[src/hw/rtl/shabs_pkg.sv]
// Shared types, constants and round functions for the SHA-256 byte stream hasher.
// Used by shabs_compress, the top level and the port checker; depends on nothing.
package shabs_pkg;

	typedef struct packed {
		logic [7:0] data_byte;
		logic       byte_valid;
		logic       end_of_message;
	} msg_t;

	typedef struct packed {
		logic [31:0] digest_word;
		logic [2:0]  word_index;
		logic        last_word;
	} dig_t;

	// Control from the top level sequencer to the compression unit.
	typedef struct packed {
		logic start;
		logic reinit;
	} ctl_t;

	typedef struct packed {
		logic busy;
		logic done;
	} sts_t;

	localparam logic [7:0] PAD_BYTE = 8'h80;

	localparam logic [31:0] IV_TAB [8] = '{
		32'h6a09e667, 32'hbb67ae85, 32'h3c6ef372, 32'ha54ff53a,
		32'h510e527f, 32'h9b05688c, 32'h1f83d9ab, 32'h5be0cd19
	};

	localparam logic [31:0] K_TAB [64] = '{
		32'h428a2f98, 32'h71374491, 32'hb5c0fbcf, 32'he9b5dba5,
		32'h3956c25b, 32'h59f111f1, 32'h923f82a4, 32'hab1c5ed5,
		32'hd807aa98, 32'h12835b01, 32'h243185be, 32'h550c7dc3,
		32'h72be5d74, 32'h80deb1fe, 32'h9bdc06a7, 32'hc19bf174,
		32'he49b69c1, 32'hefbe4786, 32'h0fc19dc6, 32'h240ca1cc,
		32'h2de92c6f, 32'h4a7484aa, 32'h5cb0a9dc, 32'h76f988da,
		32'h983e5152, 32'ha831c66d, 32'hb00327c8, 32'hbf597fc7,
		32'hc6e00bf3, 32'hd5a79147, 32'h06ca6351, 32'h14292967,
		32'h27b70a85, 32'h2e1b2138, 32'h4d2c6dfc, 32'h53380d13,
		32'h650a7354, 32'h766a0abb, 32'h81c2c92e, 32'h92722c85,
		32'ha2bfe8a1, 32'ha81a664b, 32'hc24b8b70, 32'hc76c51a3,
		32'hd192e819, 32'hd6990624, 32'hf40e3585, 32'h106aa070,
		32'h19a4c116, 32'h1e376c08, 32'h2748774c, 32'h34b0bcb5,
		32'h391c0cb3, 32'h4ed8aa4a, 32'h5b9cca4f, 32'h682e6ff3,
		32'h748f82ee, 32'h78a5636f, 32'h84c87814, 32'h8cc70208,
		32'h90befffa, 32'ha4506ceb, 32'hbef9a3f7, 32'hc67178f2
	};

	function automatic logic [31:0] ror32(input logic [31:0] v, input int unsigned n);
		return (v >> n) | (v << (32 - n));
	endfunction

	function automatic logic [31:0] big_sig0(input logic [31:0] v);
		return ror32(v, 2) ^ ror32(v, 13) ^ ror32(v, 22);
	endfunction

	function automatic logic [31:0] big_sig1(input logic [31:0] v);
		return ror32(v, 6) ^ ror32(v, 11) ^ ror32(v, 25);
	endfunction

	function automatic logic [31:0] small_sig0(input logic [31:0] v);
		return ror32(v, 7) ^ ror32(v, 18) ^ (v >> 3);
	endfunction

	function automatic logic [31:0] small_sig1(input logic [31:0] v);
		return ror32(v, 17) ^ ror32(v, 19) ^ (v >> 10);
	endfunction

endpackage

[src/hw/rtl/sha256_byte_stream_hasher_core.sv]
// SHA-256 byte stream hasher: one byte per request, eight digest words per message.
// The 64th byte of a block starts a compression.
// Finishing writes the padding one byte per cycle, runs one or two compressions and then
// presents the eight digest words, one per cycle while taken.
// Sustained rate is set by the single round unit: no byte is taken while a block is compressed.
// Reset clears the counters and sequencer and loads the initial hash values.
module sha256_byte_stream_hasher_core import shabs_pkg::*; (
	input  logic clk,
	input  logic arst_n,
	input  logic msg_valid,
	output logic msg_ready,
	input  msg_t msg,
	output logic dig_valid,
	input  logic dig_ready,
	output dig_t dig
);

	localparam logic [2:0] ST_IDLE = 3'd0;
	localparam logic [2:0] ST_BLK  = 3'd1;
	localparam logic [2:0] ST_P80  = 3'd2;
	localparam logic [2:0] ST_Z1   = 3'd3;
	localparam logic [2:0] ST_C1   = 3'd4;
	localparam logic [2:0] ST_Z2   = 3'd5;
	localparam logic [2:0] ST_C2   = 3'd6;
	localparam logic [2:0] ST_OUT  = 3'd7;

	localparam logic [5:0] LAST_POS = 6'd63;
	localparam logic [5:0] LEN_POS  = 6'd56;

	logic [2:0]  state_q;
	logic [5:0]  fill_q;
	logic [5:0]  ptr_q;
	logic [60:0] byte_cnt_q;
	logic        eom_q;
	logic [2:0]  oidx_q;
	dig_t        out_q;
	logic        out_valid_q;

	ctl_t        ctl;
	sts_t        sts;
	logic        wr_en;
	logic [5:0]  wr_addr;
	logic [7:0]  wr_byte;
	logic [31:0] h_word;
	logic [63:0] bit_len;
	logic [7:0]  len_byte;
	logic        acc, load;

	assign msg_ready = (state_q == ST_IDLE);
	assign acc       = msg_valid && msg_ready;
	assign load      = (state_q == ST_OUT) && (!out_valid_q || dig_ready);
	assign bit_len   = {byte_cnt_q, 3'b000};
	assign len_byte  = bit_len[{~ptr_q[2:0], 3'b000} +: 8];
	assign dig_valid = out_valid_q;
	assign dig       = out_q;

	always_comb begin
		wr_en      = 1'b0;
		wr_addr    = fill_q;
		wr_byte    = msg.data_byte;
		ctl.start  = 1'b0;
		ctl.reinit = 1'b0;
		unique case (state_q)
			ST_IDLE: begin
				wr_en     = acc && msg.byte_valid;
				ctl.start = acc && msg.byte_valid && (fill_q == LAST_POS);
			end
			ST_P80: begin
				wr_en     = 1'b1;
				wr_byte   = PAD_BYTE;
				ctl.start = (fill_q == LAST_POS);
			end
			ST_Z1: begin
				wr_en     = 1'b1;
				wr_addr   = ptr_q;
				wr_byte   = 8'h00;
				ctl.start = (ptr_q == LAST_POS);
			end
			ST_Z2: begin
				// The last eight bytes of the final block carry the bit length.
				wr_en     = 1'b1;
				wr_addr   = ptr_q;
				wr_byte   = (ptr_q >= LEN_POS) ? len_byte : 8'h00;
				ctl.start = (ptr_q == LAST_POS);
			end
			ST_OUT: begin
				ctl.reinit = load && (oidx_q == 3'd7);
			end
			default: begin
			end
		endcase
	end

	shabs_compress u_comp (
		.clk     (clk),
		.arst_n  (arst_n),
		.ctl     (ctl),
		.wr_en   (wr_en),
		.wr_addr (wr_addr),
		.wr_byte (wr_byte),
		.rd_idx  (oidx_q),
		.h_word  (h_word),
		.sts     (sts)
	);

	always_ff @(posedge clk or negedge arst_n) begin
		if (!arst_n) begin
			state_q    <= ST_IDLE;
			fill_q     <= '0;
			ptr_q      <= '0;
			byte_cnt_q <= '0;
			eom_q      <= 1'b0;
			oidx_q     <= '0;
		end else begin
			unique case (state_q)
				ST_IDLE: begin
					if (acc) begin
						if (msg.byte_valid) begin
							fill_q     <= fill_q + 6'd1;
							byte_cnt_q <= byte_cnt_q + 61'd1;
						end
						if (msg.byte_valid && (fill_q == LAST_POS)) begin
							eom_q   <= msg.end_of_message;
							state_q <= ST_BLK;
						end else if (msg.end_of_message) begin
							state_q <= ST_P80;
						end
					end
				end
				ST_BLK: begin
					if (sts.done) begin
						state_q <= eom_q ? ST_P80 : ST_IDLE;
					end
				end
				ST_P80: begin
					ptr_q <= fill_q + 6'd1;
					if (fill_q == LAST_POS) begin
						state_q <= ST_C1;
					end else if (fill_q >= LEN_POS) begin
						state_q <= ST_Z1;
					end else begin
						state_q <= ST_Z2;
					end
				end
				ST_Z1: begin
					if (ptr_q == LAST_POS) begin
						state_q <= ST_C1;
					end else begin
						ptr_q <= ptr_q + 6'd1;
					end
				end
				ST_C1: begin
					if (sts.done) begin
						ptr_q   <= '0;
						state_q <= ST_Z2;
					end
				end
				ST_Z2: begin
					if (ptr_q == LAST_POS) begin
						state_q <= ST_C2;
					end else begin
						ptr_q <= ptr_q + 6'd1;
					end
				end
				ST_C2: begin
					if (sts.done) begin
						oidx_q     <= '0;
						fill_q     <= '0;
						byte_cnt_q <= '0;
						state_q    <= ST_OUT;
					end
				end
				ST_OUT: begin
					if (load) begin
						oidx_q <= oidx_q + 3'd1;
						if (oidx_q == 3'd7) begin
							state_q <= ST_IDLE;
						end
					end
				end
				default: begin
					state_q <= ST_IDLE;
				end
			endcase
		end
	end

	always_ff @(posedge clk or negedge arst_n) begin
		if (!arst_n) begin
			out_valid_q <= 1'b0;
		end else if (load) begin
			out_valid_q <= 1'b1;
		end else if (dig_ready) begin
			out_valid_q <= 1'b0;
		end
	end

	always_ff @(posedge clk) begin
		if (load) begin
			out_q.digest_word <= h_word;
			out_q.word_index  <= oidx_q;
			out_q.last_word   <= (oidx_q == 3'd7);
		end
	end

endmodule

[src/hw/rtl/shabs_compress.sv]
// Block buffer and iterative SHA-256 compression unit, one round per cycle.
// Holds the chaining words; depends on shabs_pkg.
module shabs_compress import shabs_pkg::*; (
	input  logic        clk,
	input  logic        arst_n,
	input  ctl_t        ctl,
	input  logic        wr_en,
	input  logic [5:0]  wr_addr,
	input  logic [7:0]  wr_byte,
	input  logic [2:0]  rd_idx,
	output logic [31:0] h_word,
	output sts_t        sts
);

	localparam logic [6:0] CNT_LAST = 7'd66;

	logic [31:0] mem_q [16];
	logic [31:0] rdata_q;
	logic [31:0] win_q [16];
	logic [31:0] w_q;
	logic [31:0] s_q [8];
	logic [31:0] h_q [8];
	logic [6:0]  cnt_q;
	logic        busy_q;

	logic [31:0] sched, w_new, t1, t2, ch, maj;
	logic [6:0]  t_full;
	logic [5:0]  t_idx;
	logic        sched_en, round_en, done;

	// Bytes are stored big endian within each 32-bit word.
	always_ff @(posedge clk) begin
		if (wr_en) begin
			mem_q[wr_addr[5:2]][{~wr_addr[1:0], 3'b000} +: 8] <= wr_byte;
		end
		rdata_q <= mem_q[cnt_q[3:0]];
	end

	always_comb begin
		sched    = win_q[0] + small_sig0(win_q[1]) + win_q[9] + small_sig1(win_q[14]);
		w_new    = (cnt_q <= 7'd16) ? rdata_q : sched;
		t_full   = cnt_q - 7'd2;
		t_idx    = t_full[5:0];
		ch       = (s_q[4] & s_q[5]) ^ (~s_q[4] & s_q[6]);
		maj      = (s_q[0] & s_q[1]) ^ (s_q[0] & s_q[2]) ^ (s_q[1] & s_q[2]);
		t1       = s_q[7] + big_sig1(s_q[4]) + ch + K_TAB[t_idx] + w_q;
		t2       = big_sig0(s_q[0]) + maj;
		sched_en = busy_q && (cnt_q >= 7'd1) && (cnt_q <= 7'd64);
		round_en = busy_q && (cnt_q >= 7'd2) && (cnt_q <= 7'd65);
		done     = busy_q && (cnt_q == CNT_LAST);
	end

	assign h_word   = h_q[rd_idx];
	assign sts.busy = busy_q;
	assign sts.done = done;

	always_ff @(posedge clk or negedge arst_n) begin
		if (!arst_n) begin
			busy_q <= 1'b0;
			cnt_q  <= '0;
			h_q    <= IV_TAB;
		end else begin
			if (ctl.reinit) begin
				h_q <= IV_TAB;
			end
			if (ctl.start && !busy_q) begin
				busy_q <= 1'b1;
				cnt_q  <= '0;
			end else if (busy_q) begin
				if (done) begin
					busy_q <= 1'b0;
					for (int i = 0; i < 8; i++) begin
						h_q[i] <= h_q[i] + s_q[i];
					end
				end else begin
					cnt_q <= cnt_q + 7'd1;
				end
			end
		end
	end

	// Word t of the schedule is registered in the cycle before round t.
	always_ff @(posedge clk) begin
		if (ctl.start && !busy_q) begin
			s_q <= h_q;
		end else if (round_en) begin
			s_q[7] <= s_q[6];
			s_q[6] <= s_q[5];
			s_q[5] <= s_q[4];
			s_q[4] <= s_q[3] + t1;
			s_q[3] <= s_q[2];
			s_q[2] <= s_q[1];
			s_q[1] <= s_q[0];
			s_q[0] <= t1 + t2;
		end
		if (sched_en) begin
			w_q <= w_new;
			for (int i = 0; i < 15; i++) begin
				win_q[i] <= win_q[i + 1];
			end
			win_q[15] <= w_new;
		end
	end

endmodule

[config.mk]
export PLATFORM = sky130hd
export DESIGN_NAME = sha256_byte_stream_hasher_core
export DESIGN_NICKNAME = d
export VERILOG_FILES = /design/src/hw/rtl/shabs_pkg.sv /design/src/hw/rtl/sha256_byte_stream_hasher_core.sv /design/src/hw/rtl/shabs_compress.sv
export SDC_FILE = /design/constraint.sdc
export NUM_CORES = 2
export LEC_CHECK = 0
export CORE_ASPECT_RATIO = 0.8
export CORE_MARGIN = 5
export CORE_UTILIZATION = 60
export CTS_BUF_LIST = sky130_fd_sc_hd__clkbuf_8
export CTS_CLUSTER_SIZE = 10
export DETAILED_ROUTE_END_ITERATION = 6
export DONT_BUFFER_PORTS = 1
export PLACE_DENSITY = 0.79
export SLEW_MARGIN = 20
export SYNTH_ARGS = -nofsm -noshare
export SYNTH_HDL_FRONTEND = slang
export SYNTH_SLANG_ARGS = --single-unit
[constraint.sdc]
create_clock -name clk -period 13.6 [get_ports clk]
set_input_delay 1.36 -clock clk [delete_from_list [all_inputs] [get_ports clk]]
set_output_delay 1.36 -clock clk [all_outputs]
set_load 0.03 [all_outputs]
After elaboration in Yosys (flattened, before gate mapping):

Memory sizes are Yosys's and may differ from the RTL's. A register that Yosys moved wholly into a read port is not among the register bits.
Index checks and enable logic that the tools add are counted.

* input port bits: 14
* memories kept: 3
* logic and storage cells: 210
* bits in read-only memories: 2048
* bits in writable memories: 1024
* bits in registers: 669

* add/sub/neg operators: 25
* bitwise logic cells: 31
* $lt $le $gt $ge: 9
* reductions and logical operators: 30
* shift operators: 3
* multiplexer cells: 57
* equal/unequal tests: 23

Memory list
* (name not given): depth 64, bits a word 32, rd ports 1, clocked after memory_dff 0, wr ports 0, RTL line shabs_compress.sv:46 `t1 = s_q[7] + big_sig1(s_q[4]) + ch + K_TAB[t_idx] + w_q;`
* u_comp.mem_q: depth 16, bits a word 32, rd ports 1, clocked after memory_dff 1, wr ports 1, RTL line shabs_compress.sv:17 `logic [31:0] mem_q [16];`
* u_comp.win_q: depth 16, bits a word 32, rd ports 16, clocked after memory_dff 0, wr ports 16, RTL line shabs_compress.sv:19 `logic [31:0] win_q [16];`

Operator list (count)
* $mux W256: 6
* $add A32 B32 Y32: 18
* $xor A32 B32 Y32: 9
* $mux W32: 6
* $mux W61: 3
* $and A32 B32 Y32: 5
* $pmux W61 S2: 1
* $bmux W32 S3: 1
* $shiftx A64 B7 Y8: 1
* $add A61 B1 Y61 const B: 1
* $mux W3: 14
* $not A32 Y32: 1
* $or A10 B32 Y32: 1
* $or A13 B32 Y32: 1
* $or A14 B32 Y32: 1
* $or A15 B32 Y32: 1
* $or A19 B32 Y32: 1
* $or A21 B32 Y32: 1
* $or A25 B32 Y32: 1
* $or A26 B32 Y32: 1
* $or A30 B32 Y32: 1
* $or A7 B32 Y32: 1
* $shift A8 B7 Y32 const A: 1
* $shiftx A8 B7 Y32: 1
* other kinds (50): 100

Longest topological paths before layout:

* depth in word-level cells: 10
* depth in mapped cells: 44

By module:

From an unflattened synthesis, not the netlist that was laid out.

* cell total of the unflattened synthesis: 7770
* area total of the unflattened synthesis: 92887.8 µm²

By module, submodules not included
* shabs_compress: cells each 7167, area each 86645.6 µm², times used 1
* sha256_byte_stream_hasher_core: cells each 603, area each 6242.2 µm², times used 1

Worst setup path after synthesis:

No wires, ideal clock.

* kind: register -> register
* start: reg u_comp.cnt_q[0]
* end: mem u_comp.win_q[0][0] (enable)
* cell stages (with the launch flop): 8
* slack: -0.440 ns
* buffers on the path: 4
* data arrival time: 13.114 ns
* period minus slack after synthesis: 14.040 ns
* required time: 12.674 ns
* library setup time: 0.926 ns
* cells stage by stage: dfrtp_1 clkbuf_1 clkbuf_1 clkbuf_1 clkbuf_1 a21oi_1 a31oi_1 o21a_1

RTL lines
* from (decl): RTL line shabs_compress.sv:23 `logic [6:0] cnt_q;`
* from (signal assigned): RTL line shabs_compress.sv:76 `cnt_q <= cnt_q + 7'd1;`
* to (decl): RTL line shabs_compress.sv:19

Worst setup path in the final report:

* start: reg u_comp.cnt_q[1]
* end: reg u_comp.s_q[255] (netlist name), data pin

* cells in the longest elaborated chain, start to end: 10

Ends and longest elaborated chain
* $sub A6 B2 Y6: RTL line shabs_compress.sv:42 `t_full = cnt_q - 7'd2;`
* $not A6 Y7 (not written as such): RTL line shabs_compress.sv:46
* $mem_v2 Z64 W32
* $mux W32 (not written as such) (2 in series): RTL line shabs_compress.sv:46
* $add A32 B32 Y32 (2 in series): RTL line shabs_compress.sv:46
* $add A32 B32 Y32: RTL line shabs_compress.sv:94 `s_q[0] <= t1 + t2;`
* $mux W256: RTL line shabs_compress.sv:86 `end else if (round_en) begin`
* $mux W256: RTL line shabs_compress.sv:84 `if (ctl.start && !busy_q) begin`
* to (signal assigned): RTL line shabs_compress.sv:85 `s_q <= h_q;`
* to (decl): RTL line shabs_compress.sv:21 `logic [31:0] s_q [8];`

No other way between the ends. The select of a mux whose other input is x is not followed.
A chain may end at the register's enable or synchronous reset.

==> metrics.cfg <==
[run_status]
status=finished with violations
failed_checks=DRC

[floorplan]
dieWidth_um=447
io_pins=52
die_y_um=360
num_rows=128
core-area_um2=152000
die-area_um2=161000
start_util_pct=60.3

[setup_path]
cp.arrival_ns=12.15
end_kind=flip-flop
start_kind=flip-flop
crit_path_max_incr_delay_ns=0.84
critical_path_class=flip-flop to flip-flop
cpMostUsedCell=a21oi_1
rrSetupSlack_ns=2.20
required_ns=14.35
crit_slowest_cell=dfrtp_4
worstPathMaxFanout=57

[timing]
hold_violations=0
skew_ns=0.0679
setup_slack_ns=2.20
fin_crit_sh_pct=83.8
period_needed_ns=11.40
worstMarginPinSlew_ns=1.21
fmax_mhz=87.7
fin_setup_tns_ns=0
setup_viol=0
rsz0062_at_grt=no
slew_headroom_pct=19.7
final_max_slew_viol_count=0

[place]
io_buffers=0
dp_slack_ns=2.40
gp_congestion=1.02
dp_hpwl_mm=186

[power]
power_density_nw_per_um2=100
max-vdd-ir-drop_uv=86.8
p_total_uw=9930
leakage_uw=0.0366

[yosys]
synthArstFlopShare_pct=20.4
ys_top_cells_by_area=edfxtp_1 43%, mux4_2 5.8%, dfrtp_1 5.7%, ha_1 5.5%, fa_1 4.3%
postSynthAreaPerCell_um2=12.6
synth_top_area_share_pct=43.1
netlist_instances=7264
yosys_warnings=0
yosys.area.top_type=edfxtp_1
synth_fp_nets=7874
yosysSeqAreaShare_pct=53.4
synth-seq-cells=1693
ys_types=97
synth_ff_type=edfxtp_1
syn_area_um2=91700
synth-edff-count=1316

[final_layout]
fillCellCount=10900
utilization_pct=65.3
nets=7907
area_growth_syn_to_layout_pct=8.23
drive_gt1_share_pct=15.0

[global_route]
grt_first_pass_wirelength_mm=388
grt_pass1_vias=60100
gr-total-overflow=0
grt_use_total_pct=32.0
antenna_found_initial=14
grt_max_degree=307

[hold_path]
min_path_type=input port to asynchronous set/reset pin

[clock_tree]
cts_buffer_depth=4
cts_buffers=281
clk_pin_slew_ns=0.06
post_cts_resized=0
cts_max_level=5
cts_root_buf=clkbuf_8
postCtsSetupBuffers=0
clock_latency_ns=1.02
hold_buffers=1
cts_tree=done
clkSinkCount=1693

[drt]
wl_per_cell_um=27.4
dr.pass1.iters=7
drc=4
drt_iter0_markers=8888
drtAntennaViolNets=0
viasPerCell=6.61
vias=62900
finalWirelength_mm=260

[flow_run]
max_cap_viol_count=0

-- cells in the mapped netlist (22+ instances only) --
library cell / count
a211oi_1: 55
a21o_1: 175
a21oi_1: 497
a31oi_1: 58
and2_1: 23
and3_1: 46
buf_1: 47
buf_2: 25
clkbuf_1: 260
dfrtp_1: 209
dfstp_2: 136
dfxtp_1: 32
edfxtp_1: 1316
fa_1: 195
ha_1: 401
inv_1: 281
maj3_1: 28
mux2_1: 22
mux2_2: 231
mux4_2: 238
nand2_1: 461
nand2b_1: 69
nand3_1: 113
nand4_1: 27
nor2_1: 499
nor2b_1: 39
nor3_1: 104
o211ai_1: 43
o21a_1: 62
o21ai_0: 438
o21ai_1: 31
o21bai_1: 38
o31ai_1: 42
or2_2: 32
or3_1: 44
xnor2_1: 396
xor2_1: 215
-- sequential cells by signal, indices dropped and copies added, names as in the netlist --
signal	cells
dig_valid	1
eom_q	1
fill_q	6
byte_cnt_q	61
u_comp.rdata_q	32
u_comp.mem_q	512
u_comp.s_q	256
ptr_q	6
u_comp.cnt_q	7
u_comp.win_q	512
u_comp.busy_q	1
dig	36
state_q	3
u_comp.h_q	256
oidx_q	3
-- placed cells by master (no fill, tap or decap), types with 195 or more instances in the layout --
cell type and n:
o21ai_0 436, xnor2_1 393, a21oi_1 497, ha_1 400, fa_1 195, xor2_1 212, inv_1 358, mux2_2 231
nor2_1 494, mux4_2 238, edfxtp_1 1316, nand2_1 460, clkbuf_8 308, dfrtp_1 203
-- per-layer routing --
metal / wire [um] / GRT usage (%)
met5: 59 / 0
met4: 6700 / 8.01
met3: 35700 / 10.6
met2: 108000 / 43.8
met1: 110000 / 49.6
-- metrics by stage --
step	cell area [um^2]	hold WS [ns]	instances
after detailed placement	93800	0.405	9024
after floorplan	91700	0.400	7264
after global placement	93800	0.400	9024
after global routing	99300	-0.00235	9520
final	99300	0.0668	9522
after CTS	99200	0.00471	9511
-- logic make-up after synthesis --
logic type,after synthesis,synth area share [%]
and+or+nand+nor,1527,7.64
AOI/OAI and AO/OA,1680,11.4
xor gates and xnor gates,613,5.88
DFF,1693,53.4
buffers and inverters,620,2.58
muxes,507,9.12
adders and majority gates,624,10.0
-- final timing paths --
check	end	start	depth (start not counted)
setup / recovery	u_comp.s_q[255]	u_comp.cnt_q[1]	40
hold / removal	byte_cnt_q[5]	arst_n	0
setup reg to reg	u_comp.s_q[255]	u_comp.cnt_q[1]	40
hold reg to reg	u_comp.win_q[10][3]	u_comp.win_q[11][3]	0
max in group asynchronous	u_comp.h_q[246]	arst_n	2
min in group clk	u_comp.win_q[10][3]	u_comp.win_q[11][3]	0
-- area by class of cell --
type	instances	area (um^2)	share of cell area, %
Tap cell	2015	2520	2.54
Clock buffer	308	4240	4.27
Multi-Input combinational cell	4951	40600	40.9
Clock inverter	178	1060	1.07
Sequential cell	1693	49000	49.3
Timing Repair Buffer	83	777	0.783
Inverter	287	1080	1.09
Antenna cell	7	17.5	0.0176
-- critical path: cells and delay by family (launching register included) --
family                     cells  cell delay [ns]
DFF                            1             0.84
muxes                          1             0.26
adders and majority gates      7             3.35
AOI/OAI and AO/OA             21             4.39
and+or+nand+nor                2             0.30
buffers and inverters          6             1.62
xor gates and xnor gates       3             0.37
-- power breakdown --
part / total (uW) / internal, uW / switching [uW]
clock: 4370 / 2290 / 2080
combinational: 36.0 / 4.41 / 31.5
sequential: 5520 / 5520 / 0.0000000000000384
No activity file was read; power rests on OpenSTA's default activity.
